[src/mcsf_pkg.sv]
// Shared types and constants of the mutual coincidence shift finder.
`timescale 1ns / 1ps
package mcsf_pkg;

	localparam int MAX_COLUMNS_DEF = 32;
	localparam int ALPHABET_DEF    = 26;

	localparam int CNT_W    = 17;
	localparam int LETTER_W = 5;
	localparam int COLCNT_W = 6;
	localparam int COLIDX_W = 5;
	localparam int THR_W    = 16;
	localparam int SCORE_W  = 39;
	localparam int KEY_W    = 5;
	localparam int PROD_W   = 2 * CNT_W;
	localparam int ADDR_W   = 4;
	localparam int DATA_W   = 32;

	localparam logic [COLCNT_W-1:0] COLCNT_RESET = 6'd1;
	localparam logic [THR_W-1:0]    THR_RESET    = 16'd3932;

	// Register indexes on the configuration port
	typedef enum logic [1:0] {
		REG_COLUMN_COUNT  = 2'd0,
		REG_FIRST_COLUMN  = 2'd1,
		REG_SECOND_COLUMN = 2'd2,
		REG_MIN_INDEX     = 2'd3
	} reg_idx_t;

	typedef enum logic [1:0] {
		ST_IDLE,
		ST_RUN,
		ST_MUL,
		ST_EMIT
	} state_t;

	// Control broadcast to every cell of the histogram ring
	typedef struct packed {
		logic [LETTER_W-1:0] letter;
		logic                inc1;
		logic                inc2;
		logic                rotate;
		logic                clear;
	} cell_ctrl_t;

endpackage

[src/mcsf_cell.sv]
// One letter slot of the ring: both histogram counts and their product.
`timescale 1ns / 1ps
module mcsf_cell #(
	parameter int IDX = 0
) (
	input  logic                        clk,
	input  logic                        arst_n,
	input  mcsf_pkg::cell_ctrl_t        ctrl,
	input  logic [mcsf_pkg::CNT_W-1:0]  h2_in,
	output logic [mcsf_pkg::CNT_W-1:0]  h2_out,
	output logic [mcsf_pkg::PROD_W-1:0] prod_s1
);
	import mcsf_pkg::*;

	logic [CNT_W-1:0] h1_q;
	logic [CNT_W-1:0] h2_q;
	logic             hit;

	assign hit    = (int'(ctrl.letter) == IDX);
	assign h2_out = h2_q;

	// Count letters, rotate the second histogram, drop both when the result goes out
	always_ff @(posedge clk or negedge arst_n) begin
		if (!arst_n) begin
			h1_q <= '0;
			h2_q <= '0;
		end else if (ctrl.clear) begin
			h1_q <= '0;
			h2_q <= '0;
		end else if (ctrl.rotate) begin
			h2_q <= h2_in;
		end else begin
			if (hit && ctrl.inc1 && (h1_q != '1)) begin
				h1_q <= h1_q + 1'b1;
			end
			if (hit && ctrl.inc2 && (h2_q != '1)) begin
				h2_q <= h2_q + 1'b1;
			end
		end
	end

	// Register this slot's product term
	always_ff @(posedge clk) begin
		prod_s1 <= PROD_W'(h1_q) * PROD_W'(h2_q);
	end

endmodule

[config.mk]
export PLATFORM = sky130hd
export DESIGN_NAME = mcsf_cell
export DESIGN_NICKNAME = d
export VERILOG_FILES = /design/src/mcsf_pkg.sv /design/src/mcsf_cell.sv
export SDC_FILE = /design/constraint.sdc
export NUM_CORES = 1
export LEC_CHECK = 0
export BUFFER_PORTS_ARGS = -buffer_cell sky130_fd_sc_hd__buf_2
export CAP_MARGIN = 20
export CORE_ASPECT_RATIO = 2
export CORE_MARGIN = 2
export CORE_UTILIZATION = 30
export DETAILED_ROUTE_END_ITERATION = 12
export GPL_TIMING_DRIVEN = 0
export PLACE_DENSITY_LB_ADDON = 0.15
export SYNTH_ARGS = -nofsm -noshare
export SYNTH_HDL_FRONTEND = slang
export SYNTH_SLANG_ARGS = --single-unit
export TNS_END_PERCENT = 30
[constraint.sdc]
create_clock -name clk -period 7.15 [get_ports clk]
set_clock_uncertainty 0.1 [all_clocks]
set_input_delay 0.3575 -clock clk [delete_from_list [all_inputs] [get_ports clk]]
set_output_delay 0.3575 -clock clk [all_outputs]
set_load 0.02 [all_outputs]
; ---- Word-level counts from Yosys, hierarchy flattened
; Index checks and enable logic that the tools add are counted.
[totals]
out_inout_bits = 51
reg_bits = 68
input_bits = 28
wordCells = 23
[classes]
mux = 6
n_eq_ne = 3
multipliers = 1
n_addsub = 2
reduce_logical = 8
[ops]
columns = operator, count
row1 = 17-bit two-way mux, 6
row2 = "17-bit by 1-bit adder with 17-bit output, second input constant", 2
row3 = 17-bit by 17-bit multiplier with 34-bit output, 1
row4 = "17-bit != test, second input constant", 2
row5 = 5-bit logical NOT, 1
row6 = 1-bit logical AND, 4
row7 = 3-bit nonzero test, 1
row8 = "2-bit != test, second input constant", 1
row9 = 2-bit AND reduction, 1
row10 = 2-bit nonzero test, 1

; ---- Depth between registers and ports, before layout
[logic_depth]
ltp_word = 6
depth_mapped = 24
ltp_nobuf = 21

; ---- Least setup slack after synthesis
; Ideal clock, no wire load.
[synth_timing]
path_type = reg2reg
start = register h2_q[8], in the netlist h2_out[8]
end = register prod_s1[33] (netlist bit)
period_less_slack_ps = 6014
n_path_buf = 2
path_slack_ps = 1136
setup_ps = 72
path_stages_with_launch = 23
required_ps = 6978
t_arrival_ps = 5842
cell_sequence = dfrtp_1 -> clkbuf_1 -> clkbuf_1 -> nand2_1 -> fa_1 -> inv_1 -> fa_1 -> inv_1 -> fa_1 -> inv_1 -> fa_1 -> fa_1 -> inv_1 -> fa_1 -> inv_1 -> ha_1 -> and2_1 -> and3_1 -> nor2b_1 -> o21ai_0 -> and2_1 -> o31ai_1 -> xnor2_1
[synth_via]
elab_chain_len = 1
[synth_rtl]
columns = element, line
row1 = "start, declared", mcsf_cell.sv:16  ; logic [CNT_W-1:0] h2_q;
row2 = "start signal, assigned", mcsf_cell.sv:31  ; h2_q <= h2_in;
row3 = "start signal, assigned", mcsf_cell.sv:37  ; h2_q <= h2_q + 1'b1;
row4 = 17-bit by 17-bit multiplier with 34-bit output, mcsf_cell.sv:44  ; prod_s1 <= PROD_W'(h1_q) * PROD_W'(h2_q);
row5 = "end signal, assigned", mcsf_cell.sv:44
row6 = "end, declared", mcsf_cell.sv:11  ; output logic [mcsf_pkg::PROD_W-1:0] prod_s1
; No other way between the ends.
; A chain may end at the register's enable or synchronous reset.

; ---- Worst setup path after layout
[layout_timing]
start = register h1_q[9]
end = register prod_s1[30] (netlist bit)
[layout_via]
elab_chain_len = 1
[layout_rtl]
columns = element, line
row1 = "start, declared", mcsf_cell.sv:15  ; logic [CNT_W-1:0] h1_q;
row2 = "start signal, assigned", mcsf_cell.sv:34  ; h1_q <= h1_q + 1'b1;
row3 = 17-bit by 17-bit multiplier with 34-bit output, mcsf_cell.sv:44
; No other way between the ends.

==> results.sh <==
export IMPL_post_drt_wl_per_cell_microns=19.80
export IMPL_drive_gt1_frac=0.09617
export IMPL_violations="hold timing"
export IMPL_finalCriticalPeriod_ns=6.918
export IMPL_met3_length_microns=992
export IMPL_grt_max_degree=35
export IMPL_die_height_microns=290.8
export IMPL_hold_path_class="in -> async"
export IMPL_synthArstFlopShare=0.5000
export IMPL_via_per_inst=4.670
export IMPL_status="complete, but fails checks"
export IMPL_syn_num_nets=1761
export IMPL_wl_met1_microns=13350
export IMPL_gp_congestion=0.8462
export IMPL_instances_no_fill=2022
export IMPL_start_util=0.3020
export IMPL_placementRows=105
export IMPL_top_layer="met4"
export IMPL_die_area_sq_um=42870
export IMPL_layout_common_cells="inv_1, fa_1, nand2_1, and2_1, ha_1"
export IMPL_finalSetupViolations=0
export IMPL_yosys_top_cells_area="fa_1, ha_1, inv_1"
export IMPL_cts_buffers=9
export IMPL_cp_start_kind="register"
export IMPL_worstSetupPathType="reg -> reg"
export IMPL_required_ns=7.36
export IMPL_area_growth_pct=11.35
export IMPL_core_sq_um=40860
export IMPL_yosys_area_top_type="fa_1"
export IMPL_synth_top_flop_cell="dfxtp_1"
export IMPL_clkTransAtPathRegs_ns=0.07
export IMPL_cts_setup_buffers=0
export IMPL_drc_errors=0
export IMPL_clock_latency_ns=0.38
export IMPL_placed_cells=2009
export IMPL_grt_pass1_wl_microns=62640
export IMPL_grt_pass1_vias=10710
export IMPL_cts_htree_levels=3
export IMPL_synthesis_area_sq_um=12340
export IMPL_hold_ws_ns=-0.03174
export IMPL_antenna_found_initial=0
export IMPL_synth_edf_count=0
export IMPL_ant_nets=0
export IMPL_cp_max_fo=10
export IMPL_max_freq_mhz=144.6
export IMPL_yosysWarnings=0
export IMPL_avgSynthCellArea_sq_um=8.834
export IMPL_p_leak_nw=7.091
export IMPL_netlist_area_leader_share=0.3634
export IMPL_cts_resized=13
export IMPL_critPathArrivalTime_ns=7.13
export IMPL_cts_sinks=68
export IMPL_portBuffers=77
export IMPL_hold_viol_final=21
export IMPL_die_w_microns=147.4
export IMPL_fin_nets=1846
export IMPL_drt_first_pass_iters=4
export IMPL_track_usage=0.1967
export IMPL_yosysSeqAreaShare=0.1241
export IMPL_cap_violations=0
export IMPL_crit_path_end_kind="register"
export IMPL_routed_wl_met2_microns=23140
export IMPL_syn_inst=1397
export IMPL_synthDistinctLibCells=57
export IMPL_slew_headroom=0.4171
export IMPL_pin_count=79
export IMPL_cts_hold_fix_buffers=0
export IMPL_num_vias=9442
export IMPL_drt_iter0_markers=296
export IMPL_final_common_cell="inv_1"
export IMPL_root_buffer="clkbuf_16"
export IMPL_fin_tns_setup_ns=0
export IMPL_drt_wl_total_microns=40030
export IMPL_cts_max_path_buffers=2
export IMPL_diodes=0
export IMPL_post_route_period_util=0.9675
export IMPL_rsz0062_at_grt="true"
export IMPL_cts_tree="yes"
export IMPL_grt_overflow_total=0
export IMPL_irDropWorstVdd_mv=0.07493
export IMPL_ys_ff_latch=68
export IMPL_powerDensity_nw_per_um2=72.69
export IMPL_slew_violations=0
export IMPL_dp_hpwl_microns=33560
export IMPL_worstMarginPinSlew_ns=0.8744
==> critical path, stage by stage (launching register included) <==
cell and delay (ns):
dfrtp_1 0.34, buf_4 0.20, clkbuf_1 0.68, nand2_1 0.17, fa_1 0.57, inv_1 0.07
fa_1 0.50, fa_1 0.60, fa_1 0.47, fa_1 0.52, inv_1 0.06, fa_1 0.48
inv_1 0.04, ha_1 0.39, and2_1 0.27, o21ai_0 0.12, a211oi_1 0.44, o41ai_4 0.24
o41ai_2 0.41, xor2_1 0.18
==> flip-flops by register name (all words and copies together) (netlist names) <==
| signal | cells |
|---|---|
| prod_s1 | 34 |
| h1_q | 17 |
| h2_out | 17 |
==> cell type report <==
class                   count  area, sq um
fillers                  4324        27120
multi-input cells         958         9397
flip-flops and latches     68         1531
inverters                 290         1089
well taps                 535        669.4
repair buffers             77        385.4
plain buffers              78        359.1
clock buffers              10        239.0
clock inverters             6        71.32
==> cells by family (layout without fill, tap and decap cells) <==
family                     count (synthesis)  count (layout)  share of synthesized area
and+or+nand+nor                          445             445                     0.1797
adders and majority gates                336             336                     0.4769
AOI/OAI and AO/OA                        113             113                    0.05739
DFF                                       68              68                     0.1241
xor gates and xnor gates                  53              53                    0.03762
muxes                                     11              11                   0.008923
buffers and inverters                    371             461                     0.1154
==> synthesized netlist by cell type (all sizes together) (2+ instances only) <==
cell type / n
a211o: 2
a211oi: 7
a21o: 11
a21oi: 45
a31oi: 4
and2: 133
and3: 6
and4: 4
buf: 12
clkbuf: 68
dfrtp: 34
dfxtp: 34
fa: 224
ha: 112
inv: 290
mux2i: 11
nand2: 196
nand2b: 3
nand3: 8
nand4: 18
nor2: 51
nor2b: 4
nor3: 7
o2111ai: 2
o21a: 6
o21ai: 26
o21bai: 2
o41ai: 2
or3: 9
xnor2: 32
xor2: 21
==> worst paths after layout <==
check | start | to | slack [ns] | cells past startpoint
setup / recovery | h1_q[9]$_DFFE_PN0P_ | prod_s1[30]$_DFF_P_ | 0.23 | 19
hold / removal | arst_n | h2_out[1]$_DFFE_PN0P_ | -0.03 | 1
setup reg to reg | h1_q[9]$_DFFE_PN0P_ | prod_s1[30]$_DFF_P_ | 0.23 | 19
hold reg to reg | h1_q[15]$_DFFE_PN0P_ | h1_q[15]$_DFFE_PN0P_ | 0.44 | 2
max in group asynchronous | arst_n | h2_out[15]$_DFFE_PN0P_ | 6.43 | 1
min in group clk | h2_in[3] | h2_out[3]$_DFFE_PN0P_ | 0.11 | 3
==> power breakdown <==
| part | switching (mW) | internal, mW |
|---|---|---|
| Clock | 0.223 | 0.283 |
| Combinational | 0.0708 | 0.0244 |
| Sequential | 0.0112 | 0.387 |
==> routing by layer <==
layer  up-vias  GRT usage
met5         -          0
met4         0     0.1168
met3        88    0.02104
met2       199     0.3880
met1      4788     0.1919
li1       4367          -
==> metrics by stage <==
stage	power, mW	worst slack, ns	util	area, sq um
6_report	0.9988	0.2325	0.3363	13740
3_5_place_dp	0.5019	-0.4209	0.3279	13400
4_1_cts	1.019	0.006004	0.3361	13730
2_1_floorplan	0.4473	1.136	-	12340
3_3_place_gp	0.5022	-0.4314	0.3279	13400
5_1_grt	1.037	-0.01613	0.3363	13740
Power figures use the tool's default switching activity.
